File: src/hdl/ecu_pkg.sv
// Shared types, constants, tables and rounding helpers for the easing curve unit.
package ecu_pkg;

  localparam int FRAC = 16;
  localparam int ONE  = 1 << FRAC;
  localparam int HALF = 1 << (FRAC - 1);

  localparam logic signed [19:0] ONE_S  = 20'sd65536;
  localparam logic signed [18:0] OFF_B1 = 19'sd49152;  // 3/4
  localparam logic signed [18:0] OFF_B2 = 19'sd61440;  // 15/16
  localparam logic signed [18:0] OFF_B3 = 19'sd64512;  // 63/64

  // Register index decoded from paddr[2].
  localparam logic REG_MODE = 1'b0;

  typedef enum logic [3:0] {
    MODE_LINEAR       = 4'd0,
    MODE_QUAD_IN      = 4'd1,
    MODE_QUAD_OUT     = 4'd2,
    MODE_QUAD_INOUT   = 4'd3,
    MODE_QUAD_IN_B    = 4'd4,
    MODE_QUAD_OUT_B   = 4'd5,
    MODE_QUAD_INOUT_B = 4'd6,
    MODE_CUBIC_IN     = 4'd7,
    MODE_CUBIC_OUT    = 4'd8,
    MODE_CUBIC_INOUT  = 4'd9,
    MODE_ELASTIC_IN   = 4'd10,
    MODE_ELASTIC_OUT  = 4'd11,
    MODE_BOUNCE_IN    = 4'd12,
    MODE_BOUNCE_OUT   = 4'd13,
    MODE_PASS_A       = 4'd14,
    MODE_PASS_B       = 4'd15
  } easing_mode_e;

  // Final combine: val = (p << scl) + off; result = neg ? base - val : val.
  typedef struct packed {
    logic [1:0]         scl;
    logic               neg;
    logic               base_one;
    logic signed [18:0] off;
  } fin_t;

  typedef struct packed {
    fin_t               fin;
    logic               elastic;
    logic signed [19:0] a;
    logic signed [19:0] b;
    logic signed [19:0] c;
    logic [4:0]         sh1;
    logic               mul2;
    logic [4:0]         exp_idx;
    logic [11:0]        exp_rem;
    logic [3:0]         k;
    logic [4:0]         cos_idx;
    logic [10:0]        cos_rem;
    logic               cos_neg;
  } s1_t;

  typedef struct packed {
    fin_t               fin;
    logic               elastic;
    logic signed [19:0] p1;
    logic signed [19:0] c;
    logic               mul2;
    logic [17:0]        ev;
    logic [3:0]         k;
    logic [16:0]        cv;
    logic               cos_neg;
  } s2_t;

  typedef struct packed {
    fin_t               fin;
    logic signed [19:0] x;
    logic signed [19:0] y;
    logic               use_mul;
  } s3_t;

  typedef struct packed {
    fin_t               fin;
    logic signed [19:0] p2;
  } s4_t;

  // Quarter sine wave, Q16, 17 points.
  function automatic logic [16:0] sin_tab(input logic [4:0] idx);
    logic [16:0] v;
    case (idx)
      5'd0:  v = 17'd0;
      5'd1:  v = 17'd6424;
      5'd2:  v = 17'd12785;
      5'd3:  v = 17'd19024;
      5'd4:  v = 17'd25080;
      5'd5:  v = 17'd30893;
      5'd6:  v = 17'd36410;
      5'd7:  v = 17'd41576;
      5'd8:  v = 17'd46341;
      5'd9:  v = 17'd50660;
      5'd10: v = 17'd54491;
      5'd11: v = 17'd57798;
      5'd12: v = 17'd60547;
      5'd13: v = 17'd62714;
      5'd14: v = 17'd64277;
      5'd15: v = 17'd65220;
      default: v = 17'd65536;
    endcase
    return v;
  endfunction

  // 2^x over one octave, Q16, 17 points.
  function automatic logic [17:0] exp2_tab(input logic [4:0] idx);
    logic [17:0] v;
    case (idx)
      5'd0:  v = 18'd65536;
      5'd1:  v = 18'd68438;
      5'd2:  v = 18'd71468;
      5'd3:  v = 18'd74632;
      5'd4:  v = 18'd77936;
      5'd5:  v = 18'd81386;
      5'd6:  v = 18'd84990;
      5'd7:  v = 18'd88752;
      5'd8:  v = 18'd92682;
      5'd9:  v = 18'd96785;
      5'd10: v = 18'd101070;
      5'd11: v = 18'd105545;
      5'd12: v = 18'd110218;
      5'd13: v = 18'd115098;
      5'd14: v = 18'd120194;
      5'd15: v = 18'd125515;
      default: v = 18'd131072;
    endcase
    return v;
  endfunction

  // Shift right by s (s >= 1), rounding half away from zero.
  function automatic logic signed [19:0] rnd_shift(input logic signed [39:0] x,
                                                   input logic [4:0] s);
    logic [39:0]        m;
    logic [39:0]        r;
    logic signed [19:0] mag;
    m   = x[39] ? 40'(-x) : 40'(x);
    r   = (m + (40'd1 << (s - 5'd1))) >> s;
    mag = signed'(r[19:0]);
    return x[39] ? -mag : mag;
  endfunction

endpackage

File: src/hdl/easing_curve_unit.sv
// Top level of the easing curve unit: register port, pipeline and output stage.
//
// The unit maps a progress value t (unsigned, 16 fraction bits, 65536 = 1.0,
// larger values clamp to 1.0) to an eased value (signed, 16 fraction bits)
// through the curve chosen in the easing_mode register at byte address 0.
// Input requests arrive on in_valid_i / progress_i and are taken at a clock
// edge where in_valid_i is high and in_stall_o is low. Results leave on
// out_valid_o / eased_value_o and are taken when out_stall_i is low.
// The datapath is a five stage pipeline: operand setup, first product with
// table interpolation, envelope shift, second product, and final combine
// with saturation into the output register. One request is taken every
// cycle while the receiver is not stalling the pipeline.
// When the receiver stalls with a result waiting, the whole pipeline holds
// and in_stall_o rises in the same cycle, so nothing is dropped or repeated.
// Reset clears all valid bits and sets the curve to linear. The mode
// register should only be written while the pipeline is empty.
module easing_curve_unit (
  input  logic               clk_i,
  input  logic               rst_ni,
  input  logic               psel,
  input  logic               penable,
  input  logic               pwrite,
  input  logic [2:0]         paddr,
  input  logic [31:0]        pwdata,
  output logic [31:0]        prdata,
  output logic               pready,
  input  logic               in_valid_i,
  output logic               in_stall_o,
  input  logic [16:0]        progress_i,
  output logic               out_valid_o,
  input  logic               out_stall_i,
  output logic signed [17:0] eased_value_o
);
  import ecu_pkg::*;

  easing_mode_e       mode_q;
  logic               adv;
  logic               s1_valid;
  s1_t                s1_op;
  logic               s4_valid;
  s4_t                s4_res;
  logic               out_valid_q;
  logic signed [17:0] eased_d, eased_q;
  logic signed [22:0] val;
  logic signed [23:0] res;

  // The whole pipeline advances unless a finished result is being held.
  assign adv        = !(out_valid_q && out_stall_i);
  assign in_stall_o = !adv;
  assign pready     = 1'b1;
  assign prdata     = (paddr[2] == REG_MODE) ? {28'd0, mode_q} : 32'd0;

  always_ff @(posedge clk_i or negedge rst_ni) begin
    if (!rst_ni) begin
      mode_q <= MODE_LINEAR;
    end else if (psel && penable && pwrite && pready && paddr[2] == REG_MODE) begin
      mode_q <= easing_mode_e'(pwdata[3:0]);
    end
  end

  ecu_decode u_decode (
    .clk_i      (clk_i),
    .rst_ni     (rst_ni),
    .adv_i      (adv),
    .valid_i    (in_valid_i),
    .progress_i (progress_i),
    .mode_i     (mode_q),
    .valid_o    (s1_valid),
    .op_o       (s1_op)
  );

  ecu_core u_core (
    .clk_i   (clk_i),
    .rst_ni  (rst_ni),
    .adv_i   (adv),
    .valid_i (s1_valid),
    .op_i    (s1_op),
    .valid_o (s4_valid),
    .res_o   (s4_res)
  );

  // Final combine: scale, offset, optional reflection, then saturation.
  always_comb begin
    val = (23'(s4_res.p2) <<< s4_res.fin.scl) + 23'(s4_res.fin.off);
    if (s4_res.fin.neg) begin
      res = (s4_res.fin.base_one ? 24'sd65536 : 24'sd0) - 24'(val);
    end else begin
      res = 24'(val);
    end
    if (res < -24'sd65536) begin
      eased_d = -18'sd65536;
    end else if (res > 24'sd131071) begin
      eased_d = 18'sd131071;
    end else begin
      eased_d = res[17:0];
    end
  end

  always_ff @(posedge clk_i or negedge rst_ni) begin
    if (!rst_ni) begin
      out_valid_q <= 1'b0;
    end else if (adv) begin
      out_valid_q <= s4_valid;
    end
  end

  always_ff @(posedge clk_i) begin
    if (adv) begin
      eased_q <= eased_d;
    end
  end

  assign out_valid_o   = out_valid_q;
  assign eased_value_o = eased_q;

`ifndef SYNTHESIS
  a_hold_pipe : assert property (@(posedge clk_i) disable iff (!rst_ni)
    (out_valid_o && out_stall_i) |=> ($stable(s1_valid) && $stable(s4_valid)))
    else $error("pipeline moved while the output was stalled");

  a_mode_write : assert property (@(posedge clk_i) disable iff (!rst_ni)
    !(psel && penable && pwrite) |=> $stable(mode_q))
    else $error("mode register changed without a write");

  a_range : assert property (@(posedge clk_i) disable iff (!rst_ni)
    out_valid_o |-> (eased_value_o >= -18'sd65536))
    else $error("eased value below the saturation floor");
`endif

endmodule

File: src/hdl/ecu_decode.sv
// First pipeline stage: clamps progress and sets up the operands for the chosen curve.
module ecu_decode (
  input  logic                 clk_i,
  input  logic                 rst_ni,
  input  logic                 adv_i,
  input  logic                 valid_i,
  input  logic [16:0]          progress_i,
  input  ecu_pkg::easing_mode_e mode_i,
  output logic                 valid_o,
  output ecu_pkg::s1_t         op_o
);
  import ecu_pkg::*;

  logic               valid_q;
  s1_t                op_d, op_q;
  logic [16:0]        tc;
  logic signed [19:0] ts;
  logic [16:0]        sb;
  logic [19:0]        e;
  logic [19:0]        m;
  logic [16:0]        g;
  logic [19:0]        ph;
  logic [16:0]        p;
  logic [15:0]        pos;
  logic signed [20:0] e_s;
  logic signed [19:0] bv;
  logic [4:0]         bsh;
  logic signed [18:0] boff;

  always_comb begin
    tc  = (progress_i > 17'(ONE)) ? 17'(ONE) : progress_i;
    ts  = signed'({3'b000, tc});
    sb  = (mode_i == MODE_BOUNCE_IN) ? 17'(ONE) - tc : tc;
    e   = ({3'b000, sb} << 3) + ({3'b000, sb} << 1) + {3'b000, sb};
    e_s = signed'({1'b0, e});
    if (e < 20'(4 * ONE)) begin
      bv = 20'(e_s);  bsh = 5'd20;  boff = 19'sd0;
    end else if (e < 20'(8 * ONE)) begin
      bv = 20'(e_s - 21'sd393216);  bsh = 5'd20;  boff = OFF_B1;
    end else if (e < 20'(10 * ONE)) begin
      bv = 20'(e_s - 21'sd589824);  bsh = 5'd20;  boff = OFF_B2;
    end else begin
      bv = 20'((e_s <<< 1) - 21'sd1376256);  bsh = 5'd22;  boff = OFF_B3;
    end

    // Elastic envelope exponent and cosine phase.
    m  = (mode_i == MODE_ELASTIC_IN) ? 20'(17'(ONE) - tc) * 20'd10 : 20'(tc) * 20'd10;
    g  = 17'(ONE) - {1'b0, m[15:0]};
    ph = 20'(tc) * 20'd5 + 20'(HALF);
    p  = ph[16:0];
    pos = p[15] ? 16'(HALF) - {1'b0, p[14:0]} : {1'b0, p[14:0]};

    op_d          = '0;
    op_d.a        = ts;
    op_d.b        = ONE_S;
    op_d.sh1      = 5'd16;
    op_d.exp_idx  = g[16:12];
    op_d.exp_rem  = g[11:0];
    op_d.k        = m[19:16];
    op_d.cos_idx  = pos[15:11];
    op_d.cos_rem  = pos[10:0];
    op_d.cos_neg  = p[16];

    unique case (mode_i)
      MODE_QUAD_IN, MODE_QUAD_IN_B: begin
        op_d.b = ts;
      end
      MODE_QUAD_OUT, MODE_QUAD_OUT_B: begin
        op_d.b = (ONE_S <<< 1) - ts;
      end
      MODE_QUAD_INOUT, MODE_QUAD_INOUT_B: begin
        if (tc < 17'(HALF)) begin
          op_d.b       = ts;
          op_d.fin.scl = 2'd1;
        end else begin
          op_d.a       = (ONE_S <<< 2) - (ts <<< 1);
          op_d.b       = ts;
          op_d.fin.off = -19'sd65536;
        end
      end
      MODE_CUBIC_IN: begin
        op_d.b    = ts;
        op_d.c    = ts;
        op_d.mul2 = 1'b1;
      end
      MODE_CUBIC_OUT: begin
        op_d.a       = ts - ONE_S;
        op_d.b       = ts - ONE_S;
        op_d.c       = ts - ONE_S;
        op_d.mul2    = 1'b1;
        op_d.fin.off = 19'sd65536;
      end
      MODE_CUBIC_INOUT: begin
        op_d.mul2 = 1'b1;
        if (tc < 17'(HALF)) begin
          op_d.b       = ts;
          op_d.c       = ts;
          op_d.fin.scl = 2'd2;
        end else begin
          op_d.a       = ts - ONE_S;
          op_d.b       = (ts <<< 1) - (ONE_S <<< 1);
          op_d.c       = (ts <<< 1) - (ONE_S <<< 1);
          op_d.fin.off = 19'sd65536;
        end
      end
      MODE_ELASTIC_IN, MODE_ELASTIC_OUT: begin
        // The end points pass t through unchanged.
        if (tc != 17'd0 && tc != 17'(ONE)) begin
          op_d.elastic      = 1'b1;
          op_d.fin.neg      = 1'b1;
          op_d.fin.base_one = (mode_i == MODE_ELASTIC_OUT);
        end
      end
      MODE_BOUNCE_IN, MODE_BOUNCE_OUT: begin
        op_d.a            = bv;
        op_d.b            = bv;
        op_d.sh1          = bsh;
        op_d.fin.off      = boff;
        op_d.fin.neg      = (mode_i == MODE_BOUNCE_IN);
        op_d.fin.base_one = (mode_i == MODE_BOUNCE_IN);
      end
      MODE_LINEAR, MODE_PASS_A, MODE_PASS_B: begin
        op_d.b = ONE_S;
      end
      default: begin
        op_d.b = ONE_S;
      end
    endcase
  end

  always_ff @(posedge clk_i or negedge rst_ni) begin
    if (!rst_ni) begin
      valid_q <= 1'b0;
    end else if (adv_i) begin
      valid_q <= valid_i;
    end
  end

  always_ff @(posedge clk_i) begin
    if (adv_i) begin
      op_q <= op_d;
    end
  end

  assign valid_o = valid_q;
  assign op_o    = op_q;

endmodule

File: src/hdl/ecu_core.sv
// Arithmetic stages: first product and table interpolation, envelope shift, second product.
module ecu_core (
  input  logic         clk_i,
  input  logic         rst_ni,
  input  logic         adv_i,
  input  logic         valid_i,
  input  ecu_pkg::s1_t op_i,
  output logic         valid_o,
  output ecu_pkg::s4_t res_o
);
  import ecu_pkg::*;

  logic [2:0]         valid_q;
  s2_t                s2_d, s2_q;
  s3_t                s3_d, s3_q;
  s4_t                s4_d, s4_q;
  logic signed [39:0] prod1;
  logic signed [39:0] prod2;
  logic [17:0]        e_base, e_diff;
  logic [29:0]        e_dr;
  logic [16:0]        c_base, c_diff;
  logic [27:0]        c_dr;
  logic [17:0]        env;

  // Stage 2: first product, and both table interpolations.
  always_comb begin
    prod1  = op_i.a * op_i.b;
    e_base = exp2_tab(op_i.exp_idx);
    e_diff = exp2_tab(op_i.exp_idx + 5'd1) - e_base;
    e_dr   = e_diff * op_i.exp_rem;
    c_base = sin_tab(op_i.cos_idx);
    c_diff = sin_tab(op_i.cos_idx + 5'd1) - c_base;
    c_dr   = c_diff * op_i.cos_rem;

    s2_d         = '0;
    s2_d.fin     = op_i.fin;
    s2_d.elastic = op_i.elastic;
    s2_d.p1      = rnd_shift(prod1, op_i.sh1);
    s2_d.c       = op_i.c;
    s2_d.mul2    = op_i.mul2;
    s2_d.ev      = e_base + 18'((e_dr + 30'd2048) >> 12);
    s2_d.k       = op_i.k;
    s2_d.cv      = c_base + 17'((c_dr + 28'd1024) >> 11);
    s2_d.cos_neg = op_i.cos_neg;
  end

  // Stage 3: scale the envelope by 2^-(k+1) and sign the cosine.
  always_comb begin
    env      = (s2_q.ev + (18'd1 << s2_q.k)) >> (s2_q.k + 4'd1);
    s3_d.fin = s2_q.fin;
    if (s2_q.elastic) begin
      s3_d.x       = signed'({2'b00, env});
      s3_d.y       = s2_q.cos_neg ? -signed'({3'b000, s2_q.cv}) : signed'({3'b000, s2_q.cv});
      s3_d.use_mul = 1'b1;
    end else begin
      s3_d.x       = s2_q.p1;
      s3_d.y       = s2_q.c;
      s3_d.use_mul = s2_q.mul2;
    end
  end

  // Stage 4: second product, shared by cubic and elastic curves.
  always_comb begin
    prod2    = s3_q.x * s3_q.y;
    s4_d.fin = s3_q.fin;
    s4_d.p2  = s3_q.use_mul ? rnd_shift(prod2, 5'd16) : s3_q.x;
  end

  always_ff @(posedge clk_i or negedge rst_ni) begin
    if (!rst_ni) begin
      valid_q <= '0;
    end else if (adv_i) begin
      valid_q <= {valid_q[1:0], valid_i};
    end
  end

  always_ff @(posedge clk_i) begin
    if (adv_i) begin
      s2_q <= s2_d;
      s3_q <= s3_d;
      s4_q <= s4_d;
    end
  end

  assign valid_o = valid_q[2];
  assign res_o   = s4_q;

endmodule
File: config.mk
export PLATFORM = sky130hd
export DESIGN_NAME = easing_curve_unit
export DESIGN_NICKNAME = d
export VERILOG_FILES = /design/src/hdl/ecu_pkg.sv /design/src/hdl/easing_curve_unit.sv /design/src/hdl/ecu_decode.sv /design/src/hdl/ecu_core.sv
export SDC_FILE = /design/constraint.sdc
export NUM_CORES = 2
export LEC_CHECK = 0
export ABC_AREA = 1
export BUFFER_PORTS_ARGS = -buffer_cell sky130_fd_sc_hd__buf_2
export CAP_MARGIN = 20
export CORE_MARGIN = 3
export CORE_UTILIZATION = 55
export DETAILED_ROUTE_END_ITERATION = 12
export PLACE_DENSITY = 0.82
export SYNTH_ARGS = -nofsm -noshare
export SYNTH_HDL_FRONTEND = slang
export SYNTH_HIERARCHICAL = 1
export SYNTH_SLANG_ARGS = --single-unit
File: constraint.sdc
create_clock -name clk_i -period 23.4 [get_ports clk_i]
set_input_delay 3.51 -clock clk_i [delete_from_list [all_inputs] [get_ports clk_i]]
set_output_delay 3.51 -clock clk_i [all_outputs]
set_load 0.01 [all_outputs]
==> reports/qor.tcl <==
set qor(core_region_area_mm2) 0.145
set qor(required_ns) 23.74
set qor(timing.hold.worst.start) {u_core/s3_q[50]}
set qor(largest_net_degree_at_the_start_of_global_routing) 157
set qor(finalCritPeriodShare_pct) 57.7
set qor(synth_area_per_cell_um2) 7.39
set qor(critical-path-top-delay-family) {adder cells}
set qor(status) {finished, final reports clean}
set qor(slew_headroom_pct) 20.7
set qor(end_kind) {flop}
set qor(ys_seq_area_share_pct) 12.8
set qor(worst-setup-path-type) {flop to flop}
set qor(port_buffers) 52
set qor(fillCellCount) 13000
set qor(ant_nets) 0
set qor(worst-path-max-fanout) 51
set qor(clockRootBuffer) {sky130_fd_sc_hd__clkbuf_16}
set qor(whs_endpoint) {u_core/res_o[29]}
set qor(final_setup_violation_count) 0
set qor(routed_wirelength_um) 227000
set qor(grt_pass1_wl_um) 366000
set qor(detailedRoute.firstPassIterationCount) 8
set qor(clk_path_buf_depth) 3
set qor(crit_buf_inv) 14
set qor(final-max-slew-violation-count) 0
set qor(cts_hold_repair.buffers) 0
set qor(ys_ff_latch) 346
set qor(detailedRoute.firstIterationViolations) 6097
set qor(initial_antenna_violation_count) 15
set qor(boundaryPins) 112
set qor(num-nets-final) 12600
set qor(proportion_of_layout_cells_with_a_drive_suffix_above_1_pct) 4.26
set qor(cts_setup_buffers) 0
set qor(min_delay_path_depth) 0
set qor(cts_made_buffers) 41
set qor(worst-r2r-cell-count) 59
set qor(timing.fmax_ghz) 0.0741
set qor(clk_pin_slew_worst_paths_ns) 0.07
set qor(netlist-cell-type-count) 78
set qor(globalRoute.totalOverflow) 0
set qor(rsz_0062_raised_after_global_routing) {no}
set qor(drv.max_cap_violation_count) 0
set qor(hpwlAfterDp_um) 187000
set qor(grtUsageTotal_pct) 30.1
set qor(fin_tns_setup_ns) 0
set qor(start_util_pct) 55.7
set qor(die_x_um) 389
set qor(timing.critical_path.arrival_ns) 13.83
set qor(vias) 69800
set qor(most_used_flip_flop_cell_after_synthesis) {sky130_fd_sc_hd__edfxtp_1}
set qor(worstReg2RegStart) {u_decode/op_o[66]}
set qor(rows) 139
set qor(r2r-end) {u_core/s2_q[73]}
set qor(floorplan.die.height_um) 389
set qor(timing.clock.skew_ns) 0.0345
set qor(reg2reg_setup_slack_ns) 9.91
set qor(netlist_area_mm2) 0.0806
set qor(wl_per_cell_um) 18.0
set qor(worst_pin_slew_ns) 1.19
set qor(min_path_type) {flop to flop}
set qor(fin_crit_ns) 13.49
set qor(cp_slowest_stage_delay_ns) 1.10
set qor(drc) 0
set qor(async_reset_ff_share_pct) 2.60
set qor(cts_repair_resize_count) 0
set qor(cpMaxStageDelayCell) {sky130_fd_sc_hd__edfxtp_1}
set qor(crit_path_start_kind) {flop}
set qor(vias_per_cell) 5.52
set qor(synth_enable_flop_cells) 337
set qor(synthToLayoutAreaGrowth_pct) 3.34
set qor(gpl.final_weighted_congestion) 0.999
set qor(netlist_instances) 10900
set qor(tritoncts) {done}
set qor(timing_hold_violations_final) 0
set qor(numClockSinks) 346
set qor(first_global_vias) 70000
set qor(design.die.area_mm2) 0.151
set qor(htree_num_levels) 2
set qor(clk_latency_ns) 0.61
set qor(yosys_warnings) 6
[worst register-to-register path: cells and delay by family, from the launching register on]
| family | cells | cell delay (ns) |
|---|---|---|
| simple gates | 27 | 3.35 |
| flops | 1 | 1.10 |
| xor+xnor | 2 | 0.32 |
| compound gates | 6 | 1.46 |
| fa+ha+maj | 10 | 4.94 |
| buf+inv | 14 | 2.07 |
[worst max-delay path by stage]
stage | end | from | cells after the start
floorplan | in_stall_o | out_stall_i | 2
global placement | u_core/s2_q[73] | u_decode/op_o[66] | 59
detailed placement | u_core/s2_q[71] | u_decode/op_o[66] | 58
CTS | u_core/s2_q[73] | u_decode/op_o[66] | 59
global route | u_core/s2_q[79] | u_decode/op_o[66] | 59
finish | u_core/s2_q[73] | u_decode/op_o[66] | 59
[cells in the mapped netlist (14+ instances only)]
master,instances,area share (%)
sky130_fd_sc_hd__a211oi_1,19,0.18
sky130_fd_sc_hd__a21o_1,24,0.22
sky130_fd_sc_hd__a21oi_1,344,2.1
sky130_fd_sc_hd__a21oi_2,17,0.18
sky130_fd_sc_hd__a31oi_1,24,0.19
sky130_fd_sc_hd__buf_1,21,0.098
sky130_fd_sc_hd__buf_2,27,0.17
sky130_fd_sc_hd__buf_4,52,0.48
sky130_fd_sc_hd__clkbuf_1,264,1.2
sky130_fd_sc_hd__clkinv_1,18,0.084
sky130_fd_sc_hd__edfxtp_1,337,13
sky130_fd_sc_hd__fa_1,1162,29
sky130_fd_sc_hd__ha_1,644,10
sky130_fd_sc_hd__inv_1,2472,12
sky130_fd_sc_hd__inv_2,35,0.16
sky130_fd_sc_hd__mux2i_1,39,0.48
sky130_fd_sc_hd__nand2_1,2924,14
sky130_fd_sc_hd__nand2_2,71,0.55
sky130_fd_sc_hd__nand3_1,490,3.0
sky130_fd_sc_hd__nand3_2,31,0.39
sky130_fd_sc_hd__nand3b_1,21,0.20
sky130_fd_sc_hd__nand4_1,124,0.96
sky130_fd_sc_hd__nor2_1,684,3.2
sky130_fd_sc_hd__nor2_2,42,0.33
sky130_fd_sc_hd__nor2_4,15,0.21
sky130_fd_sc_hd__nor3_1,79,0.49
sky130_fd_sc_hd__o211ai_1,28,0.26
sky130_fd_sc_hd__o21ai_0,269,1.7
sky130_fd_sc_hd__o21ai_1,32,0.20
sky130_fd_sc_hd__o21bai_1,40,0.37
sky130_fd_sc_hd__o221ai_1,14,0.15
sky130_fd_sc_hd__o22ai_1,22,0.17
sky130_fd_sc_hd__or2_2,52,0.40
sky130_fd_sc_hd__xnor2_1,99,1.1
sky130_fd_sc_hd__xor2_1,209,2.3
[cells by family after synthesis]
group | share of synthesized area, %
AND/OR/NAND/NOR | 23.9
buffers and inverters | 13.9
adder cells (fa/ha/maj) | 38.9
AO/OA/AOI/OAI | 6.45
flip-flops | 12.8
XOR/XNOR | 3.51
multiplexers | 0.513
other | 0.0186
[layer usage]
layer / vias to the layer above / track usage, % / wire (um)
li1: 32600 / - / -
met1: 33500 / 39.2 / 91800
met2: 3053 / 49.9 / 106000
met3: 650 / 4.70 / 18100
met4: 0 / 12.7 / 10900
met5: - / 0 / 0
[flip-flops by register name, indices dropped and copies added (netlist names), 3 cells and up]
| name | cells |
|---|---|
| eased_value_o | 18 |
| mode_q | 4 |
| u_core/res_o | 43 |
| u_core/s2_q | 105 |
| u_core/s3_q | 64 |
| u_core/valid_q | 3 |
| u_decode/op_o | 107 |
[per-stage QoR]
stage	instance area [um^2]	cells	hold WS [ns]	util (%)	setup WS, ns
2_1_floorplan	80700	10900	0.400	-	8.31
3_3_place_gp	81900	12500	0.400	56.7	10.51
3_5_place_dp	81900	12500	0.405	56.7	10.27
4_1_cts	83200	12600	0.395	57.6	10.20
5_1_grt	83200	12600	0.408	57.6	9.10
6_report	83200	12600	0.397	57.6	9.91
[cell usage in the layout, fill, tap and decap left out, drive strengths merged, types with 7 or more instances in the layout]
master	instances
a211oi	19
a21boi	8
a21o	24
a21oi	363
a31oi	25
and2	10
buf	82
clkbuf	45
clkinv	35
conb	44
dfrtp	9
diode	7
edfxtp	337
fa	1162
ha	644
inv	2515
mux2i	39
nand2	3001
nand3	521
nand3b	22
nand4	126
nor2	741
nor3	86
nor4	12
o211ai	28
o21a	9
o21ai	305
o21bai	40
o221ai	14
o22ai	22
o31ai	10
o41ai	9
or2	58
xnor2	101
xor2	215
[area by class of cell]
| cell class | instances | area [um^2] | area share (%) |
|---|---|---|---|
| clock buffer | 45 | 1040 | 1.25 |
| clock inverter | 30 | 295 | 0.355 |
| tap | 1903 | 2380 | 2.86 |
| multi-input combinational | 7691 | 59200 | 71.1 |
| sequential | 346 | 10300 | 12.4 |
| timing repair buffer | 82 | 498 | 0.598 |
| inverter | 2526 | 9480 | 11.4 |
| antenna | 7 | 17.5 | 0.0210 |
Power is left out: the tool's default activity adds up to more than one toggle a clock period on the data nets, which glitch-free logic cannot reach.
